--- src/design/npq_pkg.sv ---
// npq_pkg: shared types, constants and the distance function
// for the nearest palette pixel quantizer
// no dependencies
package npq_pkg;

    localparam int PAL_ENTRIES = 4;
    localparam int COMP_W      = 8;
    localparam int SQ_W        = 2 * COMP_W;
    localparam int PIXERR_W    = 18;
    localparam int SUM_W       = 24;
    localparam int INDEX_W     = 2;
    localparam int CFG_INDEX_W = 2;
    localparam int CFG_DATA_W  = 3 * COMP_W;

    localparam logic [SUM_W-1:0] SUM_MAX = {SUM_W{1'b1}};

    // mid queue between classifier and accumulator
    localparam int MID_DEPTH = 4;
    localparam int MID_PTR_W = $clog2(MID_DEPTH);
    localparam int MID_CNT_W = $clog2(MID_DEPTH + 1);

    // result queue at the output
    localparam int OUT_DEPTH = 2;
    localparam int OUT_PTR_W = $clog2(OUT_DEPTH);
    localparam int OUT_CNT_W = $clog2(OUT_DEPTH + 1);

    // configuration register indexes
    localparam logic [CFG_INDEX_W-1:0] REG_PAL_COLOR0 = 2'd0;
    localparam logic [CFG_INDEX_W-1:0] REG_PAL_COLOR1 = 2'd1;
    localparam logic [CFG_INDEX_W-1:0] REG_PAL_COLOR2 = 2'd2;
    localparam logic [CFG_INDEX_W-1:0] REG_PAL_COLOR3 = 2'd3;

    typedef struct packed {
        logic [COMP_W-1:0] red;
        logic [COMP_W-1:0] green;
        logic [COMP_W-1:0] blue;
    } color_t;

    typedef struct packed {
        logic [COMP_W-1:0] red;
        logic [COMP_W-1:0] green;
        logic [COMP_W-1:0] blue;
        logic              tile_last;
    } pixel_t;

    typedef struct packed {
        logic [INDEX_W-1:0]  color_index;
        logic [PIXERR_W-1:0] pixel_error;
        logic [SUM_W-1:0]    tile_error;
        logic                tile_done;
    } result_t;

    // one classified pixel: distance to every palette entry
    typedef struct packed {
        logic [PAL_ENTRIES-1:0][PIXERR_W-1:0] lane_dist;
        logic                                 tile_last;
    } mid_word_t;

    function automatic logic [COMP_W-1:0] abs_diff(
        input logic [COMP_W-1:0] a,
        input logic [COMP_W-1:0] b
    );
        return (a >= b) ? (a - b) : (b - a);
    endfunction

    // squared euclidean distance in rgb space
    function automatic logic [PIXERR_W-1:0] sq_dist(
        input pixel_t px,
        input color_t c
    );
        logic [COMP_W-1:0] d_r;
        logic [COMP_W-1:0] d_g;
        logic [COMP_W-1:0] d_b;
        logic [SQ_W-1:0]   s_r;
        logic [SQ_W-1:0]   s_g;
        logic [SQ_W-1:0]   s_b;
        d_r = abs_diff(px.red, c.red);
        d_g = abs_diff(px.green, c.green);
        d_b = abs_diff(px.blue, c.blue);
        s_r = SQ_W'(d_r) * SQ_W'(d_r);
        s_g = SQ_W'(d_g) * SQ_W'(d_g);
        s_b = SQ_W'(d_b) * SQ_W'(d_b);
        return PIXERR_W'(s_r) + PIXERR_W'(s_g) + PIXERR_W'(s_b);
    endfunction

endpackage

--- src/design/npq_front.sv ---
// npq_front: palette registers and the four distance lanes
// classifies each accepted pixel into a mid word
// depends on npq_pkg
module npq_front (
    input  logic                           clk,
    input  logic                           rst_n,
    input  logic                           cfg_valid,
    output logic                           cfg_ready,
    input  logic [npq_pkg::CFG_INDEX_W-1:0] cfg_index,
    input  logic [npq_pkg::CFG_DATA_W-1:0]  cfg_data,
    input  npq_pkg::pixel_t                pixel,
    output npq_pkg::mid_word_t             mid_word
);
    import npq_pkg::*;

    color_t pal_reg  [PAL_ENTRIES];
    color_t pal_next [PAL_ENTRIES];

    assign cfg_ready = 1'b1;

    always_comb
    begin
        for (int i = 0; i < PAL_ENTRIES; i++)
        begin
            pal_next[i] = pal_reg[i];
        end
        if (cfg_valid)
        begin
            case (cfg_index)
                REG_PAL_COLOR0: pal_next[0] = color_t'(cfg_data);
                REG_PAL_COLOR1: pal_next[1] = color_t'(cfg_data);
                REG_PAL_COLOR2: pal_next[2] = color_t'(cfg_data);
                REG_PAL_COLOR3: pal_next[3] = color_t'(cfg_data);
                default: ;
            endcase
        end
    end

    always_ff @(posedge clk or negedge rst_n)
    begin
        if (!rst_n)
        begin
            for (int i = 0; i < PAL_ENTRIES; i++)
            begin
                pal_reg[i] <= '0;
            end
        end
        else
        begin
            for (int i = 0; i < PAL_ENTRIES; i++)
            begin
                pal_reg[i] <= pal_next[i];
            end
        end
    end

    // one independent lane per palette entry
    always_comb
    begin
        for (int i = 0; i < PAL_ENTRIES; i++)
        begin
            mid_word.lane_dist[i] = sq_dist(pixel, pal_reg[i]);
        end
        mid_word.tile_last = pixel.tile_last;
    end

endmodule

--- src/design/npq_queue.sv ---
// npq_queue: short queue of classified words between front and back
// lets either side stall on its own
// depends on npq_pkg
module npq_queue (
    input  logic               clk,
    input  logic               rst_n,
    input  logic               wr_en,
    input  npq_pkg::mid_word_t wr_word,
    output logic               full,
    input  logic               rd_en,
    output npq_pkg::mid_word_t rd_word,
    output logic               not_empty
);
    import npq_pkg::*;

    mid_word_t              mem_reg [MID_DEPTH];
    logic [MID_PTR_W-1:0]   wr_ptr_reg;
    logic [MID_PTR_W-1:0]   wr_ptr_next;
    logic [MID_PTR_W-1:0]   rd_ptr_reg;
    logic [MID_PTR_W-1:0]   rd_ptr_next;
    logic [MID_CNT_W-1:0]   count_reg;
    logic [MID_CNT_W-1:0]   count_next;
    logic                   do_wr;
    logic                   do_rd;

    assign full      = (count_reg == MID_CNT_W'(MID_DEPTH));
    assign not_empty = (count_reg != '0);
    assign do_wr     = wr_en && !full;
    assign do_rd     = rd_en && not_empty;
    assign rd_word   = mem_reg[rd_ptr_reg];

    always_comb
    begin
        wr_ptr_next = wr_ptr_reg;
        rd_ptr_next = rd_ptr_reg;
        if (do_wr)
        begin
            wr_ptr_next = (wr_ptr_reg == MID_PTR_W'(MID_DEPTH - 1)) ? '0 : wr_ptr_reg + 1'b1;
        end
        if (do_rd)
        begin
            rd_ptr_next = (rd_ptr_reg == MID_PTR_W'(MID_DEPTH - 1)) ? '0 : rd_ptr_reg + 1'b1;
        end
        count_next = count_reg + MID_CNT_W'(do_wr) - MID_CNT_W'(do_rd);
    end

    always_ff @(posedge clk or negedge rst_n)
    begin
        if (!rst_n)
        begin
            wr_ptr_reg <= '0;
            rd_ptr_reg <= '0;
            count_reg  <= '0;
        end
        else
        begin
            wr_ptr_reg <= wr_ptr_next;
            rd_ptr_reg <= rd_ptr_next;
            count_reg  <= count_next;
        end
    end

    always_ff @(posedge clk)
    begin
        if (do_wr)
        begin
            mem_reg[wr_ptr_reg] <= wr_word;
        end
    end

endmodule

--- src/design/npq_back.sv ---
// npq_back: nearest-entry select, tile error accumulator, result queue
// takes mid words from npq_queue and presents result words
// depends on npq_pkg
module npq_back (
    input  logic               clk,
    input  logic               rst_n,
    input  logic               mid_valid,
    input  npq_pkg::mid_word_t mid_word,
    output logic               mid_pop,
    output npq_pkg::result_t   result,
    output logic               empty,
    input  logic               pop
);
    import npq_pkg::*;

    result_t                res_mem_reg [OUT_DEPTH];
    logic [OUT_PTR_W-1:0]   wr_ptr_reg;
    logic [OUT_PTR_W-1:0]   wr_ptr_next;
    logic [OUT_PTR_W-1:0]   rd_ptr_reg;
    logic [OUT_PTR_W-1:0]   rd_ptr_next;
    logic [OUT_CNT_W-1:0]   count_reg;
    logic [OUT_CNT_W-1:0]   count_next;
    logic [SUM_W-1:0]       err_sum_reg;
    logic [SUM_W-1:0]       err_sum_next;

    logic                   do_pop;
    logic                   take;
    logic [INDEX_W-1:0]     idx_lo;
    logic [INDEX_W-1:0]     idx_hi;
    logic [PIXERR_W-1:0]    best_lo;
    logic [PIXERR_W-1:0]    best_hi;
    logic [INDEX_W-1:0]     best_idx;
    logic [PIXERR_W-1:0]    best;
    logic [SUM_W:0]         sum_wide;
    logic [SUM_W-1:0]       sum_sat;
    result_t                res_word;

    assign empty   = (count_reg == '0);
    assign do_pop  = pop && !empty;
    assign take    = mid_valid && ((count_reg != OUT_CNT_W'(OUT_DEPTH)) || do_pop);
    assign mid_pop = take;
    assign result  = res_mem_reg[rd_ptr_reg];

    // pairwise tree, strict less-than keeps the lower index on ties
    always_comb
    begin
        if (mid_word.lane_dist[1] < mid_word.lane_dist[0])
        begin
            best_lo = mid_word.lane_dist[1];
            idx_lo  = INDEX_W'(1);
        end
        else
        begin
            best_lo = mid_word.lane_dist[0];
            idx_lo  = INDEX_W'(0);
        end
        if (mid_word.lane_dist[3] < mid_word.lane_dist[2])
        begin
            best_hi = mid_word.lane_dist[3];
            idx_hi  = INDEX_W'(3);
        end
        else
        begin
            best_hi = mid_word.lane_dist[2];
            idx_hi  = INDEX_W'(2);
        end
        if (best_hi < best_lo)
        begin
            best     = best_hi;
            best_idx = idx_hi;
        end
        else
        begin
            best     = best_lo;
            best_idx = idx_lo;
        end
    end

    // saturating accumulate
    always_comb
    begin
        sum_wide = {1'b0, err_sum_reg} + (SUM_W + 1)'(best);
        sum_sat  = sum_wide[SUM_W] ? SUM_MAX : sum_wide[SUM_W-1:0];

        res_word.color_index = best_idx;
        res_word.pixel_error = best;
        res_word.tile_error  = sum_sat;
        res_word.tile_done   = mid_word.tile_last;

        err_sum_next = err_sum_reg;
        if (take)
        begin
            err_sum_next = mid_word.tile_last ? '0 : sum_sat;
        end
    end

    always_comb
    begin
        wr_ptr_next = wr_ptr_reg;
        rd_ptr_next = rd_ptr_reg;
        if (take)
        begin
            wr_ptr_next = (wr_ptr_reg == OUT_PTR_W'(OUT_DEPTH - 1)) ? '0 : wr_ptr_reg + 1'b1;
        end
        if (do_pop)
        begin
            rd_ptr_next = (rd_ptr_reg == OUT_PTR_W'(OUT_DEPTH - 1)) ? '0 : rd_ptr_reg + 1'b1;
        end
        count_next = count_reg + OUT_CNT_W'(take) - OUT_CNT_W'(do_pop);
    end

    always_ff @(posedge clk or negedge rst_n)
    begin
        if (!rst_n)
        begin
            wr_ptr_reg  <= '0;
            rd_ptr_reg  <= '0;
            count_reg   <= '0;
            err_sum_reg <= '0;
        end
        else
        begin
            wr_ptr_reg  <= wr_ptr_next;
            rd_ptr_reg  <= rd_ptr_next;
            count_reg   <= count_next;
            err_sum_reg <= err_sum_next;
        end
    end

    always_ff @(posedge clk)
    begin
        if (take)
        begin
            res_mem_reg[wr_ptr_reg] <= res_word;
        end
    end

endmodule

--- src/design/nearest_palette_pixel_quantizer.sv ---
// nearest_palette_pixel_quantizer: top level, maps rgb pixels to the
// nearest of four palette colors and sums the error over a tile
// depends on npq_pkg, npq_front, npq_queue, npq_back
//
//  channel   handshake               word
//  -------   ---------------------   ------------------------------------------
//  pixel     push / full             red, green, blue, tile_last (pixel_t)
//  result    empty / pop             color_index, pixel_error, tile_error,
//                                    tile_done (result_t)
//  config    cfg_valid / cfg_ready   cfg_index (palette entry), cfg_data (rgb)
//
// one pixel per cycle sustained while full is low; the front computes all four
// distances in the cycle the pixel is pushed, the back selects and accumulates
// one word a cycle while the result queue has room or is popped; a pushed pixel
// is written to the mid queue, then to the result queue, and can be popped once
// it is held there; reset clears the palette to black, the tile error sum and
// both queues; the four-word mid queue and two-word result queue absorb stalls
// on pop; full rises only once both are packed
module nearest_palette_pixel_quantizer (
    input  logic                            clk,
    input  logic                            rst_n,
    input  logic                            push,
    output logic                            full,
    input  npq_pkg::pixel_t                 pixel,
    output logic                            empty,
    input  logic                            pop,
    output npq_pkg::result_t                result,
    input  logic                            cfg_valid,
    output logic                            cfg_ready,
    input  logic [npq_pkg::CFG_INDEX_W-1:0] cfg_index,
    input  logic [npq_pkg::CFG_DATA_W-1:0]  cfg_data
);
    import npq_pkg::*;

    mid_word_t front_word;
    mid_word_t queue_word;
    logic      queue_not_empty;
    logic      queue_pop;

    // classify: palette registers and distance lanes
    npq_front u_front (
        .clk       (clk),
        .rst_n     (rst_n),
        .cfg_valid (cfg_valid),
        .cfg_ready (cfg_ready),
        .cfg_index (cfg_index),
        .cfg_data  (cfg_data),
        .pixel     (pixel),
        .mid_word  (front_word)
    );

    // decoupling queue, its full flag is the input back-pressure
    npq_queue u_queue (
        .clk       (clk),
        .rst_n     (rst_n),
        .wr_en     (push),
        .wr_word   (front_word),
        .full      (full),
        .rd_en     (queue_pop),
        .rd_word   (queue_word),
        .not_empty (queue_not_empty)
    );

    // select nearest entry, accumulate, hold finished words
    npq_back u_back (
        .clk       (clk),
        .rst_n     (rst_n),
        .mid_valid (queue_not_empty),
        .mid_word  (queue_word),
        .mid_pop   (queue_pop),
        .result    (result),
        .empty     (empty),
        .pop       (pop)
    );

endmodule
--- config.mk ---
export PLATFORM = sky130hd
export DESIGN_NAME = nearest_palette_pixel_quantizer
export DESIGN_NICKNAME = d
export VERILOG_FILES = /design/src/design/npq_pkg.sv /design/src/design/npq_front.sv /design/src/design/npq_queue.sv /design/src/design/npq_back.sv /design/src/design/nearest_palette_pixel_quantizer.sv
export SDC_FILE = /design/constraint.sdc
export NUM_CORES = 2
export LEC_CHECK = 0
export BUFFER_PORTS_ARGS = -buffer_cell sky130_fd_sc_hd__buf_2
export CORE_AREA = 3 3 357 359
export DETAILED_ROUTE_END_ITERATION = 8
export DIE_AREA = 0 0 360 362
export GPL_TIMING_DRIVEN = 0
export PLACE_DENSITY = 0.69
export SYNTH_ARGS = -nofsm -noshare
export SYNTH_HDL_FRONTEND = slang
export SYNTH_SLANG_ARGS = --single-unit
--- constraint.sdc ---
create_clock -name clk -period 27.2 [get_ports clk]
set_clock_uncertainty 0.15 [all_clocks]
set_input_delay 5.44 -clock clk [delete_from_list [all_inputs] [get_ports clk]]
set_output_delay 5.44 -clock clk [all_outputs]
set_load 0.05 [all_outputs]
==> reports/metrics.yaml <==
clock_network:
  cts_sinks: 513
  post-cts-setup-buffer-count: 0
  path_clk_slew_ns: 0.06
  ctsRootBufferMaster: "clkbuf_16"
  post_cts_resized: 0
  cts_tree: "built"
  hold_buffers: 0
  clock_latency_ns: 0.63
  cts_buffers: 52
  cts_buffer_depth: 3
  cts_max_level: 2
placement:
  place_hpwl_microns: 98500
  io_buffers: 102
  place_congestion: 0.904
  placed_cell_area_sq_mm: 0.0550
  pre_cts_ws_ns: 9.75
critical_path:
  r2r_start: "u_front.pal_reg[8]$_DFFE_PN0P_"
  cp_max_fo: 10
  arrival_ns: 17.04
  required_ns: 27.37
  crit_top_cell: "fa_1"
  cp-start-kind: "input pin"
  critPathCaptureType: "register"
  max_stage_delay_ns: 0.53
  r2r_slack_ns: 15.30
  critPathSlowestCell: "fa_1"
  critPathTopFamily: "adder cells"
  cp_num_buf_inv: 9
  r2r_end: "u_queue.mem_reg[0][72]$_DFFE_PP_"
  worst_r2r_path_depth: 37
  critical_path_class: "input pin to register"
die:
  die_area_sq_mm: 0.130
  num_io_pins: 104
  core_region_area_sq_mm: 0.124
  die_h_microns: 362
  fp.dieW_microns: 360
  initial_core_util_pct: 42.1
  rows: 129
global_route:
  use_met3_pct: 3.19
  grt_pass1_vias: 36700
  overflow: 0
  track_usage_pct: 18.6
  grt.met1_usage_pct: 25.8
  busiest_layer: "met2"
  use_met2_pct: 30.8
  grt_pass1_wl_microns: 196000
  antenna_found_initial: 19
  grt_max_degree: 83
run:
  maxCapViolations: 0
synth:
  syn_avg_cell_area_sq_um: 10.5
  yosysSeqAreaShare_pct: 28.2
  synth-compound-area-share_pct: 9.15
  ys.flop_type: "edfxtp_1"
  synth_fp_nets: 6148
  synth-edff-count: 382
  synth_xor_area_share_pct: 3.76
  synthTopCellsByArea: "edfxtp_1 22%, fa_1 19%, ha_1 15%, inv_1 7.3%, dfrtp_1 6.3%"
  yosysWarnings: 0
  synth_fa_ha_area_share_pct: 34.0
  synthDistinctLibCells: 94
  synth_top_family_by_area: "adder cells"
  yosysMostFrequentCell: "inv_1"
  async_flop_share_pct: 25.5
  synth_common_cells: "1,011 x inv_1, 632 x ha_1, 493 x fa_1"
  syn-cell-area_sq_mm: 0.0523
  ys_ff_latch: 513
  synth_top_area_cell: "edfxtp_1"
  synthSimpleGateAreaFrac_pct: 8.93
  synth_mux_area_share_pct: 7.87
  synth_top_area_share_pct: 22.0
  synth_cells: 4967
finish:
  design_area_sq_mm: 0.0568
  multi_input_area_sq_mm: 0.0333
  drive_gt1_share_pct: 10.0
  nets: 6311
  largest_reg_flops: 292
  num-fill-cells: 11400
  syn_to_final_growth_pct: 8.64
  regArea_sq_mm: 0.0147
route:
  routedWlPerCell_microns: 17.8
  vias_per_cell: 5.22
  drt_pass1_iterations: 5
  vias: 35600
  drt_iter0_markers: 2319
  routed_wl_microns: 121000
  antenna_left: 0
  drcViolationCount: 0
sta:
  rsz0062_at_grt: "no"
  setup_viol: 0
  max_freq_mhz: 59.3
  period_needed_ns: 16.86
  whs_ns: 0.339
  hold_violations: 0
  drv_slew: 0
  tns_ns: 0
  relSlewSlack_pct: 18.2
  fin_ws_ns: 10.34
  tightest_slew_ns: 1.19
  fin_crit_sh_pct: 62.0
hold_path:
  hold_path.class: "register to register"
  min_path_cells: 1
  hp-start: "u_queue.count_reg[2]$_DFF_PN0_"
  hold_end: "u_queue.count_reg[2]$_DFF_PN0_"
outcome:
  status: "finished, final reports clean"
[stage by stage]
step	utilization, %	cells
floorplan	-	4967
global placement	44.2	6706
detailed placement	44.3	6713
CTS	45.7	6808
global route	45.7	6809
finish	45.7	6821
[layer usage]
metal | up-vias | wire length, microns
met5 | - | 65
met4 | 10 | 2590
met3 | 162 | 6770
met2 | 774 | 55800
met1 | 17700 | 56000
li1 | 16900 | -
[placed cells by master, fill, tap and decap left out, types with 15 or more instances in the layout]
cell / Yosys / layout
edfxtp_1: 382 / 382
nand4_1: 17 / 17
and3_1: 30 / 30
o21bai_1: 21 / 21
nand2_1: 250 / 250
nor2b_1: 40 / 40
a211oi_1: 25 / 25
clkbuf_1: 56 / 70
xor2_1: 67 / 67
nor2_1: 365 / 364
mux2i_1: 72 / 72
xnor2_1: 152 / 152
nor3_1: 53 / 53
o21a_1: 37 / 37
a21oi_1: 165 / 165
a211o_1: 15 / 15
a2111oi_0: 17 / 17
inv_1: 1011 / 1011
or2_2: 49 / 49
and2_1: 34 / 29
clkbuf_16: 0 / 52
o21ai_0: 147 / 147
mux2_4: 15 / 15
mux4_2: 73 / 73
fa_1: 493 / 493
ha_1: 632 / 632
o211ai_1: 24 / 24
a22o_1: 19 / 19
a21o_1: 88 / 88
or3_1: 15 / 15
mux2_2: 134 / 134
dfrtp_1: 131 / 131
nand2b_1: 53 / 53
buf_2: 13 / 114
nand3_1: 52 / 52
[cell type report]
| class | instances | area share [%] |
|---|---|---|
| antenna | 13 | 0.0573 |
| clock inverter | 23 | 0.503 |
| buffer | 88 | 0.696 |
| multi-input combinational | 3352 | 58.7 |
| clock buffer | 72 | 2.53 |
| tap | 1637 | 3.61 |
| sequential | 513 | 26.0 |
| timing repair buffer | 109 | 1.22 |
| inverter | 1014 | 6.70 |
[worst max path at each step]
stage | start | slack, ns | endpoint | cells after the start
3_5_place_dp | pixel[18] | 9.75 | u_queue.mem_reg[1][17]$_DFFE_PP_ | 39
2_1_floorplan | pixel[17] | 11.19 | u_queue.mem_reg[0][17]$_DFFE_PP_ | 40
6_report | pixel[18] | 10.34 | u_queue.mem_reg[0][17]$_DFFE_PP_ | 39
5_1_grt | pixel[18] | 9.70 | u_queue.mem_reg[3][17]$_DFFE_PP_ | 39
4_1_cts | pixel[18] | 10.37 | u_queue.mem_reg[0][17]$_DFFE_PP_ | 39
3_3_place_gp | pixel[18] | 9.90 | u_queue.mem_reg[0][17]$_DFFE_PP_ | 39
[cells by family after synthesis]
logic type,count (synthesis)
fa+ha+maj,1125
flops,513
buf+inv,1102
compound gates,706
simple gates,1003
other cells,1
xor+xnor,222
mux,295
Power is left out: the tool's default activity adds up to more than one toggle a clock period on the data nets, which glitch-free logic cannot reach.
